**src/design/assert_macros.svh**
```systemverilog
// Assertion helpers shared by the spline evaluator modules.
// Each use expects clk_i and rst_ni in the enclosing module.
`ifndef ASSERT_MACROS_SVH
`define ASSERT_MACROS_SVH

// Property must hold at every clock edge outside reset
`define CRS_ASSERT(lbl, prop, msg) \
  lbl: assert property (@(posedge clk_i) disable iff (!rst_ni) (prop)) else $error(msg);

// Condition must never be seen at a clock edge outside reset
`define CRS_ASSERT_NEVER(lbl, cond, msg) \
  lbl: assert property (@(posedge clk_i) disable iff (!rst_ni) !(cond)) else $error(msg);

`endif

```
**src/design/crs_pkg.sv**
```systemverilog
`timescale 1ns / 1ps
package crs_pkg;

  // Default coordinate and fraction widths
  localparam int unsigned CRS_COORD_BITS = 16;
  localparam int unsigned CRS_FRAC_BITS  = 16;

  // Entries in the queue between front and back
  localparam int unsigned CRS_QUEUE_DEPTH = 2;

  // Queue fill status seen by both sides
  typedef struct packed {
    logic full;
    logic empty;
  } q_stat_t;

endpackage

```
**src/design/crs_queue.sv**
```systemverilog
`timescale 1ns / 1ps
`include "assert_macros.svh"
module crs_queue #(
  parameter int unsigned Width = 8,
  parameter int unsigned Depth = crs_pkg::CRS_QUEUE_DEPTH
) (
  input  logic             clk_i,
  input  logic             rst_ni,
  input  logic             push_i,
  input  logic [Width-1:0] push_data_i,
  input  logic             pop_i,
  output logic [Width-1:0] pop_data_o,
  output crs_pkg::q_stat_t q_stat_o
);

  localparam int unsigned AW = (Depth > 1) ? $clog2(Depth) : 1;
  localparam int unsigned NW = $clog2(Depth + 1);
  localparam logic [AW-1:0] LastIdx = AW'(Depth - 1);
  localparam logic [NW-1:0] FullCnt = NW'(Depth);

  logic [Width-1:0] mem_q [Depth];
  logic [AW-1:0]    wr_ptr_q, wr_ptr_d;
  logic [AW-1:0]    rd_ptr_q, rd_ptr_d;
  logic [NW-1:0]    count_q, count_d;
  logic             do_push;
  logic             do_pop;

  assign q_stat_o.full  = (count_q == FullCnt);
  assign q_stat_o.empty = (count_q == '0);
  assign do_push = push_i && !q_stat_o.full;
  assign do_pop  = pop_i && !q_stat_o.empty;
  assign pop_data_o = mem_q[rd_ptr_q];

  // Advance pointers and count
  always_comb begin
    wr_ptr_d = wr_ptr_q;
    rd_ptr_d = rd_ptr_q;
    count_d  = count_q;
    if (do_push) begin
      wr_ptr_d = (wr_ptr_q == LastIdx) ? '0 : wr_ptr_q + 1'b1;
    end
    if (do_pop) begin
      rd_ptr_d = (rd_ptr_q == LastIdx) ? '0 : rd_ptr_q + 1'b1;
    end
    if (do_push && !do_pop) begin
      count_d = count_q + 1'b1;
    end else if (do_pop && !do_push) begin
      count_d = count_q - 1'b1;
    end
  end

  always_ff @(posedge clk_i or negedge rst_ni) begin
    if (!rst_ni) begin
      wr_ptr_q <= '0;
      rd_ptr_q <= '0;
      count_q  <= '0;
    end else begin
      wr_ptr_q <= wr_ptr_d;
      rd_ptr_q <= rd_ptr_d;
      count_q  <= count_d;
    end
  end

  // Store the pushed item
  always_ff @(posedge clk_i) begin
    if (do_push) begin
      mem_q[wr_ptr_q] <= push_data_i;
    end
  end

  `CRS_ASSERT_NEVER(a_no_underflow, pop_i && q_stat_o.empty, "pop from empty queue")
  `CRS_ASSERT(a_count_bound, count_q <= FullCnt, "queue count beyond depth")

endmodule

```
**config.mk**
```make
export PLATFORM = sky130hd
export DESIGN_NAME = crs_queue
export DESIGN_NICKNAME = d
export VERILOG_FILES = /design/src/design/crs_pkg.sv /design/src/design/crs_queue.sv
export VERILOG_INCLUDE_DIRS = /design/src /design/src/design
export SDC_FILE = /design/constraint.sdc
export NUM_CORES = 1
export LEC_CHECK = 0
export ABC_AREA = 0
export BUFFER_PORTS_ARGS = -buffer_cell sky130_fd_sc_hd__buf_4
export CELL_PAD_IN_SITES_DETAIL_PLACEMENT = 1
export CELL_PAD_IN_SITES_GLOBAL_PLACEMENT = 1
export CORE_UTILIZATION = 45
export CTS_BUF_LIST = sky130_fd_sc_hd__clkbuf_4 sky130_fd_sc_hd__clkbuf_8
export DETAILED_ROUTE_END_ITERATION = 12
export MAX_ROUTING_LAYER = met4
export PLACE_DENSITY = 0.86
export REMOVE_ABC_BUFFERS = 1
export SLEW_MARGIN = 20
export SYNTH_ARGS = -nofsm -noshare
export SYNTH_HDL_FRONTEND = slang
export SYNTH_SLANG_ARGS = --single-unit
```
**constraint.sdc**
```tcl
create_clock -name clk_i -period 4.2 [get_ports clk_i]
set_input_delay 0 -clock clk_i [delete_from_list [all_inputs] [get_ports clk_i]]
set_output_delay 0 -clock clk_i [all_outputs]
set_load 0.02 [all_outputs]
```
# Word level (Yosys, flattened, before mapping)

Memory sizes are Yosys's and may differ from the RTL's.
Cells that the tools add are included.

Register bits: 4
Memory bits (writable): 16
Input port bits: 12
Output and inout port bits: 10
Logic and storage cells: 25
Memories: 1

Add/subtract/negate cells: 4
Equality and inequality tests: 1
Mux-type cells: 6
Reduce and logical (&&, ||, !) cells: 10

Memory list:

| name  | depth | width | read ports | clocked after memory_dff | wr ports | RTL line        | text |
|---|---|---|---|---|---|---|---|
| mem_q | 2     | 8     | 1          | 0                        | 1        | crs_queue.sv:21 | `logic [Width-1:0] mem_q [Depth];` |

Operator list:

| cell                | number |
|---|---|
| $logic_and 1x1->1   | 4 |
| $logic_not 1->1     | 4 |
| $mux 1              | 4 |
| $mux 2              | 2 |
| $add 1x1->1 const B | 2 |
| $add 2x1->2 const B | 1 |
| $eq 2x2->1 const B  | 1 |
| $logic_not 2->1     | 1 |
| $reduce_bool 2->1   | 1 |
| $sub 2x1->2 const B | 1 |

# Depth between registers and ports, before layout

Word-level depth: 7
Gate-level depth with buffers: 7
Mapped depth without buffers: 7

# Worst setup path after synthesis

OpenSTA, ideal clock, no wires.

Path type: register -> register
Start point: register count_q[0]
End point: memory mem_q[0][0] (enable)
Setup time: 0.370 ns
Arrival: 1.022 ns
Data required time: 3.830 ns
Setup slack: 2.808 ns
Cell stages (with the launch flop): 4
Path buffers: 0
Clock period less this slack: 1.392 ns
Cell sequence: dfrtp_1 > nand2b_1 > nand2_2 > nor2_1

Longest elaborated chain between the ends: 5

RTL lines:

| item                         | RTL line        | text |
|---|---|---|
| start: declaration           | crs_queue.sv:24 | `logic [NW-1:0] count_q, count_d;` |
| start signal: assignment     | crs_queue.sv:60 | `count_q <= count_d;` |
| $eq 2x2->1                   | crs_queue.sv:28 | `assign q_stat_o.full = (count_q == FullCnt);` |
| $logic_not 1->1              | crs_queue.sv:30 | `assign do_push = push_i && !q_stat_o.full;` |
| $logic_and 1x1->1            | crs_queue.sv:30 |  |
| $mux 1                       | crs_queue.sv:66 | `if (do_push) begin` |
| $mux 1 (not written as such) | crs_queue.sv:67 | `mem_q[wr_ptr_q] <= push_data_i;` |
| end: declaration             | crs_queue.sv:21 |  |

No other way between the ends.

# Final worst setup path

Start point: register count_q[0]
End point: memory mem_q[0][6] (enable)

The elaborated chain is that of the path after synthesis.

==> flow_summary_export.csv <==
group,metric,value,unit
run_status,status,"complete, but fails checks",
run_status,failed_checks,"DRC",
global_route,grt.met3_usage,3.75,%
synth,avgSynthCellArea,17.8,µm²
sta,finalSetupViolations,0,
global_route,met2_usage_in_global_routing,33.7,%
critical_path,setup.worst_path.start_class,"flip-flop",
critical_path,crit_required,4.14,ns
sta,post-route-period-util,38.5,%
sta,drv_slew,0,
sta,hold_violations,0,
cts,clock_sinks,20,
die,number_of_i_o_pins,22,
pwr,static-leakage-power,0.461,nW
cts,clk_latency,0.30,ns
global_route,grt_max_degree,13,
die,y_dimension_of_the_die,43.7,µm
die,design.core.area,1560,µm²
die,die_width,43.7,µm
pwr,ir_drop,0.000505,V
critical_path,worstPathBufferInverterCount,0,
finish,drive_gt1_share,37.2,%
sta,worst_skew,0.00787,ns
critical_path,crit_slowest_cell,"nor2_1",
critical_path,cpLargestDelayFamily,"simple AND/OR/NAND/NOR gates",
drt,route.antenna.remaining_nets,0,
cts,tritoncts_clock_tree,"built",
finish,fillers,147,
sta,max_freq,0.619,GHz
synth,synth.distinct_cells,15,
placed_design,place_congestion,0.668,
finish,layout.core_utilization,71.0,%
synth,mappedNetlistArea,782,µm²
critical_path,timing.reg2reg.setup_slack,2.58,ns
critical_path,worst_r2r_path_depth,3,
synth,synth-seq-area-share,74.2,%
drt,remaining_drc_errors,2,
drt,vias_per_cell,5.09,
drt,drt_pass1_iterations,8,
critical_path,critical_path.endpoint_type,"flip-flop",
critical_path,slowest_delay,0.53,ns
cts,worst_setup_hold_path_clk_slew,0.11,ns
worst_hold_path,type_of_the_worst_min_delay_path,"in -> async",
synth,yosys.area.top_type,"edfxtp_1",
cts,cts_inserted_buffers,3,
pwr,total_power,0.758,mW
cts,ctsLongestPathBuffers,2,
drt,detail_route.iter0.violations,8,
synth,postSynthRegisterBits,20,
critical_path,timing_worst_setup_path_type,"reg -> reg",
critical_path,ff_to_ff_end,"mem_q[0][6]",
run,drv_cap,0,
sta,period_needed,1.62,ns
drt,totalWireLength,1.47,mm
die,floorplan.initialDensity,50.2,%
pwr,cellPowerDensity,684,nW/µm²
synth,synthCells,44,
global_route,globalRoute.busiestLayer,"met2",
global_route,grt_pass1_wl,2.43,mm
drt,wire_per_inst,15.6,µm
critical_path,critPathMaxFanout,8,
placed_design,detailed_placement_hpwl,875,µm
synth,ys_warn_count,0,
sta,final_tns_setup,0,ns
die,die_area,1910,µm²
sta,timing.hold.ws,0.0276,ns
global_route,globalRoute.totalOverflow,0,
cts,clock-root-buffer,"clkbuf_4",
sta,least_margin_pin_slew,0.684,ns
die,rows,14,
global_route,antenna_found_initial,0,
global_route,groute.usage.overall,19.3,%
placed_design,io_buffers,21,
finish,layout-area-overhead-vs-synth,41.6,%
cts,postCtsSetupBuffers,0,
finish,finalNetCount,92,
cts,clock_tree.htree_level_count,1,
global_route,gr-usage-met1,20.6,%
synth,yosys-top-cells-area,"edfxtp_1 61%, dfrtp_1 13%, mux2_1 8.6%",
global_route,number_of_global_route_vias_before_repair,556,
critical_path,regToRegStartpoint,"count_q[0]",
sta,rsz0062_at_grt,"false",
cts,cts_repair_resize_count,0,
finish,n_antenna_cell,0,
critical_path,worstPathArrival,1.56,ns
sta,max_slew_margin,54.2,%
critical_path,critical_path.cell_chain,"nand2b_1 > nand2_2 > nor2_1",
synth,yosysTopAreaCellShare,61.4,%
drt,via_count,478,
placed cells by master, fill, tap and decap left out:
cell type       n
nand2_2         1
o21ai_1         1
inv_1           2
dfrtp_1         4
mux2_2          2
xnor2_2         1
ha_1            1
clkbuf_4        3
edfxtp_1       16
mux2_1          6
bufinv_16       1
nand2b_1        1
nor2_1          3
and3_1          1
buf_4          21
dlygate4sd3_1  10
xnor2_1         2
xor2_1          2
routing by layer:
metal | wire length (µm) | vias up
li1 | - | 226
met1 | 582 | 234
met2 | 805 | 13
met3 | 47 | 5
met4 | 31 | 0
met5 | 0 | -
cell usage after synthesis, drive strengths merged:
cell type / number
edfxtp: 16
mux2: 8
dfrtp: 4
nor2: 3
xnor2: 3
inv: 2
xor2: 2
and3: 1
buf: 1
ha: 1
nand2: 1
nand2b: 1
o21ai: 1
metrics by stage:
step / setup WS, ns / std cells / area (µm²)
after CTS: 2.56 / 94 / 1110
after global routing: 2.47 / 94 / 1110
after global placement: 2.67 / 80 / 955
final: 2.58 / 94 / 1110
after detailed placement: 2.58 / 80 / 955
after floorplan: 2.81 / 43 / 777
state kept, by name, indices dropped and copies added, names as in the netlist:
name,count
wr_ptr_q,1
count_q,2
mem_q,16
rd_ptr_q,1
worst max-delay path by stage:
stage	from	to	slack (ns)	cells past startpoint
4_1_cts	count_q[0]	mem_q[0][6]	2.56	3
3_5_place_dp	count_q[0]	mem_q[0][3]	2.58	3
6_report	count_q[0]	mem_q[0][6]	2.58	3
5_1_grt	count_q[0]	mem_q[0][6]	2.47	3
3_3_place_gp	count_q[0]	mem_q[0][5]	2.67	3
2_1_floorplan	count_q[0]	mem_q[0][0]	2.81	3
kinds of logic (layout without fill, tap and decap cells):
| family | after synthesis | in the layout | share of synthesized area [%] |
|---|---|---|---|
| AOI/OAI and AO/OA | 1 | 1 | 0.639 |
| xor gates and xnor gates | 5 | 5 | 6.56 |
| adders and majority gates | 1 | 1 | 1.60 |
| buffers and inverters | 3 | 37 | 1.60 |
| DFF | 20 | 20 | 74.2 |
| muxes | 8 | 8 | 11.5 |
| and+or+nand+nor | 6 | 6 | 3.84 |
final cells by class:
class | instances | area [µm²] | area share [%]
Multi-Input combinational cell | 21 | 189 | 17.1
Clock inverter | 1 | 30.0 | 2.71
Inverter | 2 | 7.51 | 0.678
Timing Repair Buffer | 31 | 258 | 23.3
Clock buffer | 3 | 22.5 | 2.03
Tap cell | 16 | 20.0 | 1.81
Sequential cell | 20 | 581 | 52.4
power breakdown:
group          switching [mW]  internal [mW]  leakage (nW)
clock                  0.0608         0.0965        0.0279
sequential             0.0469          0.277         0.195
combinational           0.141          0.136         0.238
what timing repair did:
action / CTS / global route
hold buffers: 10 / 0
endpoints found under the hold margin: 21 / 0
setup endpoints to repair: 0 / 0
(Power assumes the default switching activity.)
