[config.mk]
export PLATFORM = sky130hd
export DESIGN_NAME = crs_front
export DESIGN_NICKNAME = d
export VERILOG_FILES = /design/src/design/assert_macros.svh /design/src/design/crs_pkg.sv /design/src/design/crs_front.sv
export SDC_FILE = /design/constraint.sdc
export NUM_CORES = 1
export LEC_CHECK = 0
export ABC_AREA = 1
export BUFFER_PORTS_ARGS = -buffer_cell sky130_fd_sc_hd__buf_2
export CAP_MARGIN = 20
export CORE_ASPECT_RATIO = 0.9
export CORE_UTILIZATION = 40
export DETAILED_ROUTE_END_ITERATION = 8
export PLACE_DENSITY = 0.72
export SLEW_MARGIN = 25
export SYNTH_ARGS = -nofsm -noshare
export SYNTH_HDL_FRONTEND = slang
export SYNTH_SLANG_ARGS = --single-unit
export TNS_END_PERCENT = 50
[constraint.sdc]
create_clock -name vclk -period 5.1
set_input_delay 1.02 -clock vclk [all_inputs]
set_output_delay 1.02 -clock vclk [all_outputs]
set_load 0.03 [all_outputs]
[src/design/assert_macros.svh]
// Assertion helpers shared by the spline evaluator modules.
// Each use expects clk_i and rst_ni in the enclosing module.
`ifndef ASSERT_MACROS_SVH
`define ASSERT_MACROS_SVH

// Property must hold at every clock edge outside reset
`define CRS_ASSERT(lbl, prop, msg) \
  lbl: assert property (@(posedge clk_i) disable iff (!rst_ni) (prop)) else $error(msg);

// Condition must never be seen at a clock edge outside reset
`define CRS_ASSERT_NEVER(lbl, cond, msg) \
  lbl: assert property (@(posedge clk_i) disable iff (!rst_ni) !(cond)) else $error(msg);

`endif

[src/design/crs_pkg.sv]
`timescale 1ns / 1ps
package crs_pkg;

  // Default coordinate and fraction widths
  localparam int unsigned CRS_COORD_BITS = 16;
  localparam int unsigned CRS_FRAC_BITS  = 16;

  // Entries in the queue between front and back
  localparam int unsigned CRS_QUEUE_DEPTH = 2;

  // Queue fill status seen by both sides
  typedef struct packed {
    logic full;
    logic empty;
  } q_stat_t;

endpackage

[src/design/crs_front.sv]
`timescale 1ns / 1ps
module crs_front #(
  parameter int unsigned CoordBits = crs_pkg::CRS_COORD_BITS,
  parameter int unsigned FracBits  = crs_pkg::CRS_FRAC_BITS,
  parameter int unsigned PayBits   = 2 * (4 * CoordBits + 9) + FracBits + 1
) (
  input  logic                        in_valid_i,
  output logic                        in_stall_o,
  input  logic signed [CoordBits-1:0] p0_x_i,
  input  logic signed [CoordBits-1:0] p0_y_i,
  input  logic signed [CoordBits-1:0] p1_x_i,
  input  logic signed [CoordBits-1:0] p1_y_i,
  input  logic signed [CoordBits-1:0] p2_x_i,
  input  logic signed [CoordBits-1:0] p2_y_i,
  input  logic signed [CoordBits-1:0] p3_x_i,
  input  logic signed [CoordBits-1:0] p3_y_i,
  input  logic        [FracBits:0]    frac_i,
  input  crs_pkg::q_stat_t            q_stat_i,
  output logic                        push_o,
  output logic        [PayBits-1:0]   push_data_o
);

  localparam int unsigned CW = CoordBits + 4;
  localparam int unsigned LaneBits = 4 * CoordBits + 9;
  localparam logic [FracBits:0] FracOne = {1'b1, {FracBits{1'b0}}};

  logic [FracBits:0]  frac_sat;
  logic [LaneBits-1:0] lane_x;
  logic [LaneBits-1:0] lane_y;

  // Build the start point and polynomial coefficients of one coordinate
  function automatic logic [LaneBits-1:0] lane_coeffs(
    input logic signed [CoordBits-1:0] a,
    input logic signed [CoordBits-1:0] b,
    input logic signed [CoordBits-1:0] c,
    input logic signed [CoordBits-1:0] d
  );
    logic signed [CW-1:0]      ax;
    logic signed [CW-1:0]      bx;
    logic signed [CW-1:0]      cx;
    logic signed [CW-1:0]      dx;
    logic signed [CoordBits:0] c1;
    logic signed [CW-1:0]      c2;
    logic signed [CW-1:0]      c3;
    ax = $signed({{4{a[CoordBits-1]}}, a});
    bx = $signed({{4{b[CoordBits-1]}}, b});
    cx = $signed({{4{c[CoordBits-1]}}, c});
    dx = $signed({{4{d[CoordBits-1]}}, d});
    c1 = $signed({c[CoordBits-1], c}) - $signed({a[CoordBits-1], a});
    c2 = (ax <<< 1) - ((bx <<< 2) + bx) + (cx <<< 2) - dx;
    c3 = ((bx <<< 1) + bx) - ((cx <<< 1) + cx) + dx - ax;
    return {b, c1, c2, c3};
  endfunction

  // Clamp the fraction at exactly one
  always_comb begin
    if (frac_i > FracOne) begin
      frac_sat = FracOne;
    end else begin
      frac_sat = frac_i;
    end
  end

  assign lane_x = lane_coeffs(p0_x_i, p1_x_i, p2_x_i, p3_x_i);
  assign lane_y = lane_coeffs(p0_y_i, p1_y_i, p2_y_i, p3_y_i);

  // Hand the item to the queue while it has room
  assign in_stall_o  = q_stat_i.full;
  assign push_o      = in_valid_i && !q_stat_i.full;
  assign push_data_o = {lane_y, lane_x, frac_sat};

endmodule

# Word-level counts from Yosys, hierarchy flattened
# Index checks and enable logic that the tools add are counted.
# W data, S select, Z words.
[word_totals] ff_bits=0 inputBits=148 elab_cells=24
[classes] add_sub_neg=20 n_lt_le_gt_ge=1 muxes=1 n_reduce_logical=2
[ops] op="$sub A20 B16 Y20" n=4
[ops] op="$add A17 B16 Y18" n=4
[ops] op="$add A20 B18 Y20" n=2
[ops] op="$sub A17 B19 Y20" n=2
[ops] op="$add A18 B16 Y19" n=2
[ops] op="$sub A16 B16 Y17" n=2
[ops] op="$add A19 B16 Y20" n=1
[ops] op="$add A20 B16 Y20" n=1
[ops] op="$sub A20 B20 Y20" n=1
[ops] op="$sub A18 B18 Y19" n=1
[ops] op="$gt A17 B17 Y1 const B" n=1
[ops] op="$mux W17" n=1
[ops] op="$logic_and A1 B1 Y1" n=1
[ops] op="$logic_not A1 Y1" n=1

# Longest topological paths before layout
# Gate-level depths: netlist of run 1.
[logic_depth] ltp_word=4 mapped_depth=23

# Least setup slack after synthesis of run 1
# OpenSTA, ideal clock, no wires.
[synth_path] path_kind="in2out" start="input p2_y_i[0]" end="output push_data_o[99]" arrival_ns=4.297 t_required_ns=4.080 setup_slack_ns=-0.217 cell_stages=15 path_buffers=0 cell_sequence="ha_1 fa_1 nand3_1 nand2_1 nand3_1 nand2_1 xnor2_1 fa_1 fa_1 ha_1 nand2_1 nor2_1 nand3_1 nand3_1 xor2_1"
[synth_via] elab_chain_cells=4
[synth_lines] item="start, declared" line="crs_front.sv:14" rtl="input logic signed [CoordBits-1:0] p2_y_i,"
[synth_lines] item="$add A17 B16 Y18" line="crs_front.sv:51" rtl="c3 = ((bx <<< 1) + bx) - ((cx <<< 1) + cx) + dx - ax;"
[synth_lines] item="$sub A20 B20 Y20" line="crs_front.sv:51"
[synth_lines] item="$add A20 B16 Y20" line="crs_front.sv:51"
[synth_lines] item="$sub A20 B16 Y20" line="crs_front.sv:51"
[synth_lines] item="end, declared" line="crs_front.sv:20" rtl="output logic [PayBits-1:0] push_data_o"
# No other way between the ends.

# Final worst setup path of run 1
[layout_path] start="input p2_y_i[1]" end="output push_data_o[100]"
# Same word-level chain as after synthesis.

==> key figures, run 1 <==
Floorplanning
  – Cell row count: 61
  – Die width: 191 um
  – I/O Pins: 313
  – Core Footprint: 31200 um2
  – Die height: 172 um
  – Initial Util: 41.1%
  – Die area: 32800 um2

Layout
  – Fin nets: 2924
  – FF+latch area: 0 um2
  – Multi-input gate area: 13100 um2
  – Layout fillers: 2705
  – Util after Layout: 61.4%
  – CLK BUF: 0
  – Synthesis-to-finish area growth: 49.3%
  – Fraction of layout cells with a size suffix above 1: 39.7%
  – Flip-flop and latch count: 0
  – Design Area, Final: 19200 um2

Timing
  – Worst-Margin Slew: 367 ps
  – Final worst path period share: 106%
  – Setup TNS Final: -3180 ps
  – Max_slew headroom: 75.5%
  – RSZ-0062 raised after global routing: yes
  – Max Slew Vio Count: 0
  – Hold Vio Cnt, Final: 0
  – Max Freq: 184 MHz
  – Minimum clock period: 5430 ps
  – Endpoints failing setup: 21
  – Final setup margin: -326 ps

Pwr
  – VDD IR max: 1.08 mV
  – Comb power frac: 100.0%
  – Power per cell area: 662 nW/um2
  – Leakage power: 0.0102 uW
  – Switching part of the total: 58.2%
  – Reg power frac: 0%
  – Clock power frac: 0%
  – Sw power: 7390 uW
  – Pint: 5300 uW

Setup path
  – CP arrival: 4410 ps
  – Critical path buffers and inverters: 4
  – Startpoint types: primary input
  – CP max stage delay: 500 ps
  – Worst Setup End Kind: primary output
  – Crit path required time: 4080 ps
  – CP cell instances: buf_12 -> ha_4 -> fa_2 -> nand3_2 -> nand2_4 -> buf_6 -> xor2_2 -> fa_1 -> fa_1 -> ha_4 -> nand2_4 -> nor2_2 -> nand3_1 -> nand3_2 -> buf_4 -> xor2_2 -> buf_4
  – CP Class: primary input to primary output
  – Crit-path max FO: 4
  – Crit path max-delay family: adder cells
  – Slowest-stage cell, CP: fa_1

Worst hold path
  – Hold/Removal Path Class: primary input to primary output

Drt
  – Final wirelength: 44.1 mm
  – DRT Pass-1 Iters: 5
  – Vias/cell: 4.94
  – Via count: 14000
  – DR WL/cell: 15.5 um
  – Detailed Route Iter0 Violations: 854
  – Antenna Nets Post-Route: 0
  – DRC viols: 0

Yosys
  – Synth area leaders: fa_1 (32%), nand2_1 (15%), ha_1 (15%), inv_1 (12%), a21oi_1 (4.7%)
  – Syn_nets: 2388
  – Sequential share of the synthesized area: 0%
  – Avg Inst Size Synth: 6.82 um2
  – Post-Syn Area: 12800 um2
  – Gate Count Post-Synth: 1884
  – Yosys top cell area share: 32.1%
  – Distinct cell type count of the synthesized netlist: 27
  – Synth area leader: fa_1
  – Yosys warns: 0

Placed design
  – Placed Area: 16600 um2
  – Number of port buffers: 312
  – Detail Placement HPWL: 37.3 mm
  – Placer Congestion: 0.978

GRT
  – Largest net degree at the start of global routing: 17
  – GRT Util Overall: 25.8%
  – Vias in the first global route: 13600
  – First-pass GRT wire length: 67.1 mm
  – Gr ovfl total: 0
  – Initial antenna violation count: 8

Clock network
  – Cts hold-fix bufs: 0

Run status
  – Violated checks: negative setup slack
  – Status: finished, violations left

Run
  – Max cap viols: 0
## layer usage
layer | share of wire, % | GRT usage, %
met3 | 6.8 | 3.13
met4 | 3.4 | 7.37
met1 | 43 | 34.7
met2 | 47 | 43.6
met5 | 0 | 0
## synth_stat cells
| master | n |
|---|---|
| nand3b_1 | 7 |
| o21bai_1 | 8 |
| and2_1 | 14 |
| buf_4 | 33 |
| nor4_2 | 2 |
| fa_1 | 206 |
| o21ai_2 | 3 |
| inv_2 | 2 |
| nor2_1 | 140 |
| xnor2_1 | 23 |
| clkbuf_1 | 1 |
| and2_4 | 1 |
| nand4_1 | 7 |
| xor2_1 | 48 |
| nor2_4 | 10 |
| ha_1 | 150 |
| a21o_1 | 3 |
| o21a_1 | 2 |
| buf_6 | 1 |
| inv_1 | 413 |
| nand3_1 | 104 |
| nand2_1 | 523 |
| a21oi_1 | 121 |
| buf_12 | 1 |
| o21ai_0 | 40 |
| nor3_1 | 19 |
| o31ai_1 | 2 |
## per-stage QoR
step | instances | setup WS, ps | power [uW] | hold slack, ps
6_report | 2836 | -326 | 12700 | 2310
5_1_grt | 2833 | -473 | 13600 | 2320
4_1_cts | 2822 | -300 | 11100 | 2310
3_5_place_dp | 2813 | -567 | 9500 | 2310
3_3_place_gp | 2813 | -521 | 9390 | 2310
2_1_floorplan | 1884 | 5.30 | 6100 | 2150
## final timing paths
check / startpoint / to / slack [ps] / depth (start not counted)
setup / recovery: p2_y_i[1] / push_data_o[100] / -330 / 17
hold / removal: frac_i[16] / push_data_o[16] / 2310 / 2
## what timing repair did
action / CTS / global route
pin swaps: 112 / 132
setup buffers: 9 / 5
setup endpoints to repair: 54 / 57
gates resized for setup: 282 / 342
## cell usage in the layout, fill, tap and decap left out, types with 4 or more instances in the layout
master | netlist | final
xnor2_1 | 23 | 21
a21oi_2 | 0 | 41
nor2_1 | 140 | 97
nor2_2 | 0 | 26
o21ai_2 | 3 | 7
o21ai_1 | 0 | 6
nand3_1 | 104 | 78
buf_4 | 33 | 254
inv_1 | 413 | 382
nor2_4 | 10 | 27
xor2_2 | 0 | 13
nand3b_1 | 7 | 7
and2_1 | 14 | 12
xor2_1 | 48 | 33
nand3_2 | 0 | 20
nand4_1 | 7 | 7
fa_2 | 0 | 13
clkbuf_4 | 0 | 4
buf_2 | 0 | 235
nand3_4 | 0 | 6
diode_2 | 0 | 9
inv_2 | 2 | 30
a21oi_1 | 121 | 71
nor3_2 | 0 | 5
nand2_2 | 0 | 84
a21oi_4 | 0 | 9
nand2_4 | 0 | 31
buf_6 | 1 | 71
ha_2 | 0 | 9
fa_1 | 206 | 193
nand2_1 | 523 | 407
nor3_1 | 19 | 13
ha_4 | 0 | 55
o21bai_1 | 8 | 8
buf_8 | 0 | 4
o21ai_0 | 40 | 29
ha_1 | 150 | 86
## cell families (layout without fill, tap and decap cells)
kind of cell,count (synthesis),after routing,share of synthesized area (%)
AOI/OAI and AO/OA,179,179,7.36
other,0,9,0
and+or+nand+nor,827,827,26.7
adders and majority gates,356,356,46.7
xor gates and xnor gates,71,71,4.84
buffers and inverters,451,985,14.3
## power by group through the flow
stage / Clock, uW / Sequential, uW / Combinational [uW]
4_1_cts: 0 / 0 / 11100
2_1_floorplan: 0 / 0 / 6100
6_report: 0.000236 / 0 / 12700
3_3_place_gp: 0 / 0 / 9390
5_1_grt: 0.000158 / 0 / 13600
3_5_place_dp: 0 / 0 / 9500
## layout make-up
class	instances	share of cell area (%)
Antenna cell	9	0.117
Inverter	415	8.17
Timing Repair Buffer	570	20.9
Tap cell	409	2.67
Multi-Input combinational cell	1433	68.1
No activity file was read; power rests on OpenSTA's default activity.
==> run 2: changes to the inputs <==
MAX_ROUTING_LAYER = met4   (was unset)
SETUP_SLACK_MARGIN = 0.2   (was unset)
==> run 2 against run 1 <==
Routed wire length rose by 5.1%. The flow still finishes with violations (negative setup slack). Via count rose by 0.44%. Largest power group unchanged. Fmax fell by 2.2%. Worst setup slack got worse by 120 ps. Cell count fell by 0.95%. Non-clock buffer count fell by 21. Highest routed layer unchanged. Critical endpoint unchanged. Power rose by 10%. Sequential share of layout area did not move. Combinational power rose by 10%. Largest cell class unchanged. Core utilization rose by 2.9 points. Clock-buffer cell count did not move. Critical path depth did not move.
==> key figures, run 2 (same netlist as run 1, synthesis figures left out) <==
Run status
  – Status: finished, violations left
  – Violated checks: negative setup slack

Setup path
  – CP arrival: 4530 ps
  – Crit path from: p2_y_i[1]
  – Crit-path max FO: 4
  – Worst Setup End Kind: primary output
  – Crit path required time: 4080 ps
  – Slowest-stage cell, CP: fa_1
  – CP cell instances: buf_8 -> ha_4 -> fa_2 -> nand3_2 -> nand2_4 -> buf_4 -> xor2_2 -> fa_1 -> fa_1 -> ha_4 -> a21oi_4 -> nand2_2 -> nand2_2 -> nand3_4 -> buf_6 -> xor2_4 -> buf_6
  – Startpoint types: primary input
  – CP max stage delay: 560 ps
  – CP Class: primary input to primary output
  – Crit path max-delay family: adder cells
  – Critical path buffers and inverters: 4

Layout
  – Flip-flop and latch count: 0
  – Layout fillers: 2541
  – Commonest non-fill, non-tap cell in the layout: inv_1
  – Fin nets: 2903
  – Most frequent cells in the layout: inv_1 (365), nand2_1 (340), buf_4 (223)
  – Fraction of layout cells with a size suffix above 1: 44.5%
  – Layout Cells excl Fill: 2809
  – CLK BUF: 0
  – Multi-input gate area: 13900 um2
  – FF+latch area: 0 um2
  – Synthesis-to-finish area growth: 56.4%
  – Design Area, Final: 20100 um2

Placed design
  – Placed Area: 16500 um2
  – Detail Placement HPWL: 37.1 mm
  – Number of port buffers: 312
  – DP Cell Count: 2782
  – Placer Congestion: 0.991

Timing
  – Hold Vio Cnt, Final: 0
  – Minimum clock period: 5550 ps
  – Setup TNS Final: -4990 ps
  – Max Slew Vio Count: 0
  – Worst-Margin Slew: 388 ps
  – Final worst path period share: 109%
  – Endpoints failing setup: 16
  – Max_slew headroom: 73.8%
  – Max Freq: 180 MHz
  – RSZ-0062 raised after global routing: yes
  – Final setup margin: -450 ps

GRT
  – Largest net degree at the start of global routing: 17
  – GRT Util Overall: 27.3%
  – First-pass GRT wire length: 68.7 mm
  – Initial antenna violation count: 3
  – Gr ovfl total: 0
  – Vias in the first global route: 13500

Floorplanning
  – Die width: 191 um
  – I/O Pins: 313
  – Cell row count: 61
  – Initial Util: 41.1%
  – Die area: 32800 um2
  – Die height: 172 um
  – Core Footprint: 31200 um2

Run
  – Max cap viols: 0

Drt
  – DR WL/cell: 16.5 um
  – DRT Pass-1 Iters: 5
  – Final wirelength: 46.3 mm
  – Via count: 14100
  – Detailed Route Iter0 Violations: 887
  – Antenna Nets Post-Route: 0
  – Vias/cell: 5.00
  – DRC viols: 0

Pwr
  – VDD IR max: 0.796 mV
  – Power per cell area: 697 nW/um2
  – Leakage power: 0.0105 uW

Worst hold path
  – HP Start: q_stat_i[1]
  – Hold/Removal Path Class: primary input to primary output
==> run 2: cell types whose count changed in the layout (fill, tap and decap cells not counted), sizes merged <==
cell	before	now
diode	9	3
clkbuf	4	1
buf	566	548
==> run 2: final cells by class <==
cell class | instances | area share [%]
repair buffers | 549 | 20.4
diodes | 3 | 0.0374
inverters | 415 | 7.83
multi-input cells | 1433 | 69.2
well taps | 409 | 2.55
==> run 2: final timing paths <==
| kind | end | slack (ps) | cells after the start |
|---|---|---|---|
| max | push_data_o[100] | -450 | 17 |
| min | in_stall_o | 2310 | 2 |
==> run 2: timing repair <==
action	CTS	global route
hold buffers	0	0
endpoints found under the setup margin	61	62
gates resized for setup	531	321
setup buffers	18	6
hold endpoints to repair	0	0
pin swaps	227	237
==> run 2: through the flow <==
step,setup slack (ps),hold WS [ps],total power (uW),utilization [%]
global placement,-532,2310,9540,52.8
CTS,-387,2310,12300,60.1
detailed placement,-545,2310,9670,52.8
floorplan,7.44,2150,6290,-
global route,-529,2320,14900,64.3
finish,-450,2310,14000,64.3
==> run 2: power breakdown <==
group          switching [uW]  internal, uW  leakage (uW)  total [uW]
Combinational            8110          5900        0.0105       14000
Sequential                  0             0             0           0
Clock                       0     0.0000786  0.0000000190   0.0000787
==> run 2: metal layers <==
layer  GRT usage, %  vias to the layer above  part of all wire [%]
met5              -                        -                     0
met4           5.63                        0                   2.5
met3           2.80                       82                   6.4
met2           45.9                      524                    49
met1           35.6                     6690                    42
li1               -                     6761                     -
==> run 3: changes to the inputs <==
BUFFER_PORTS_ARGS = unset   (was -buffer_cell sky130_fd_sc_hd__buf_2)
CORE_UTILIZATION = 54   (was 40)
DONT_BUFFER_PORTS = 1   (was unset)
PLACE_DENSITY = 0.79   (was 0.72)
==> run 3 against run 2 <==
The run still ends with negative setup slack left. Fmax grew 4.3%. Non-clock buffer count shrank 409. Clock-buffer cell count is the same. Core utilization is 6.4 points higher. Worst setup slack gained 230 ps. Cell count is 18% lower. Power down 13%. Hold slack worse by 270 ps.
==> key figures, run 3 (same netlist as run 1, synthesis figures left out) <==
Drt
  – DRC viols: 0
  – Vias/cell: 5.53
  – Detailed Route Iter0 Violations: 925
  – Final wirelength: 41.7 mm
  – DR WL/cell: 18.2 um
  – DRT Pass-1 Iters: 5
  – Via count: 12700
  – Antenna Nets Post-Route: 0

Floorplanning
  – Die area: 24400 um2
  – Core Footprint: 23300 um2
  – Initial Util: 55.0%
  – Die height: 148 um
  – Die width: 165 um
  – Cell row count: 53
  – I/O Pins: 313

Pwr
  – Leakage power: 0.00839 uW
  – Comb power frac: 100.0%
  – Pwr Total: 12200 uW
  – Power per cell area: 737 nW/um2
  – Pint: 4860 uW
  – Sw power: 7310 uW
  – Reg power frac: 0%
  – Clock power frac: 0%
  – VDD IR max: 0.935 mV
  – Switching part of the total: 60.1%

Run
  – Max cap viols: 0

Worst hold path
  – Hold/Removal Path Class: primary input to primary output
  – WHS Path Cells: 0
  – WHS Endpoint: push_data_o[88]
  – HP Start: p1_x_i[14]

Placed design
  – Detail Placement HPWL: 34.2 mm
  – Placed Area: 14300 um2
  – Placer Congestion: 0.969
  – Number of port buffers: 0
  – DP Cell Count: 2270

Setup path
  – Startpoint types: primary input
  – CP Class: primary input to primary output
  – CP arrival: 4300 ps
  – Crit path required time: 4080 ps
  – Crit-path max FO: 5
  – Worst Setup End Kind: primary output

GRT
  – Global route hottest layer: met2
  – GRT Util Overall: 33.0%
  – Initial antenna violation count: 0
  – Met1 Resource Use GR: 45.3%
  – Vias in the first global route: 11900
  – Met3 usage: 4.74%
  – Gr ovfl total: 0
  – Grt met2 use: 52.5%
  – First-pass GRT wire length: 60.9 mm
  – Largest net degree at the start of global routing: 17

Timing
  – RSZ-0062 raised after global routing: yes
  – Endpoints failing setup: 12
  – Minimum clock period: 5320 ps
  – Max Freq: 188 MHz
  – Final worst path period share: 104%
  – Worst-Margin Slew: 863 ps
  – Hold Vio Cnt, Final: 0
  – Max_slew headroom: 42.3%
  – Max Slew Vio Count: 0
  – Final setup margin: -220 ps

Layout
  – Ant diodes: 0
  – Layout fillers: 1841
  – Fin nets: 2494
  – Layout Cells excl Fill: 2290
  – Flip-flop and latch count: 0
  – Util after Layout: 70.8%
  – Most frequent cells in the layout: inv_1 (376), nand2_1 (358), fa_1 (189)
  – Design Area, Final: 16500 um2
  – Commonest non-fill, non-tap cell in the layout: inv_1
  – Multi-input gate area: 13200 um2
  – Synthesis-to-finish area growth: 28.7%
  – Fraction of layout cells with a size suffix above 1: 29.1%
  – FF+latch area: 0 um2
  – CLK BUF: 0

Run status
  – Status: finished, violations left
  – Violated checks: negative setup slack
## run 3: cell count changes in the layout (fill, tap and decap cells not counted), moves of 11 or more
| cell | previous run | this run |
|---|---|---|
| buf_2 | 215 | 0 |
| buf_6 | 95 | 13 |
| buf_4 | 223 | 109 |
| nor2_1 | 88 | 102 |
| ha_4 | 69 | 55 |
| inv_1 | 365 | 376 |
| inv_2 | 44 | 32 |
| nand2_4 | 65 | 45 |
| nor2_4 | 39 | 22 |
| nand2_1 | 340 | 358 |
## run 3: metrics by stage
step | TNS [ps] | hold slack (ps) | setup slack [ps]
after floorplan | 0 | 2150 | 7.44
after global placement | -2170 | 2040 | -232
after detailed placement | -3130 | 2040 | -289
after CTS | -826 | 2040 | -120
after global routing | -3490 | 2040 | -357
final | -1550 | 2040 | -220
## run 3: final cells by class
type / count / area share (%)
Multi-Input combinational cell: 1433 / 80.0
Inverter: 415 / 9.70
Timing Repair Buffer: 140 / 8.02
Tap cell: 302 / 2.29
## run 3: power groups by stage
stage               registers, uW  clock network, uW  logic [uW]
floorplan                       0                  0        6290
CTS                             0                  0       10300
global placement                0                  0        9270
detailed placement              0                  0        9410
finish                          0                  0       12200
global route                    0                  0       13000
## run 3: critical path, cell delays in order
cell	delay, ps
ha_4	240
a21oi_4	130
nand2_2	110
buf_4	170
buf_4	130
nand3_2	80
nand3_2	100
nand2_1	90
nand2_2	70
fa_1	470
fa_2	600
ha_4	240
nand2_1	60
nand2_1	80
o21bai_1	210
a21oi_1	200
nand3_1	150
nand2_4	140
## run 3: worst max path at each step
stage | start | endpoint | slack (ps) | cells after the start
floorplan | p2_y_i[0] | push_data_o[105] | 7 | 23
CTS | p2_y_i[12] | push_data_o[105] | -120 | 18
global route | p2_y_i[0] | push_data_o[105] | -360 | 23
global placement | p2_y_i[0] | push_data_o[109] | -230 | 21
finish | p2_y_i[2] | push_data_o[107] | -220 | 18
detailed placement | p2_y_i[8] | push_data_o[109] | -290 | 17
## run 3: repair_timing
action / CTS / global route
cloned: 0 / 0
pin swaps: 59 / 159
buffers inserted: 2 / 18
resized for setup: 160 / 344
setup endpoints to repair: 48 / 52
hold buffers: 0 / 0
## run 3: per-layer routing
| metal | up-vias | share of wire, % |
|---|---|---|
| li1 | 5925 | - |
| met1 | 6088 | 42 |
| met2 | 572 | 47 |
| met3 | 72 | 8.4 |
| met4 | 0 | 2.6 |
| met5 | - | 0 |
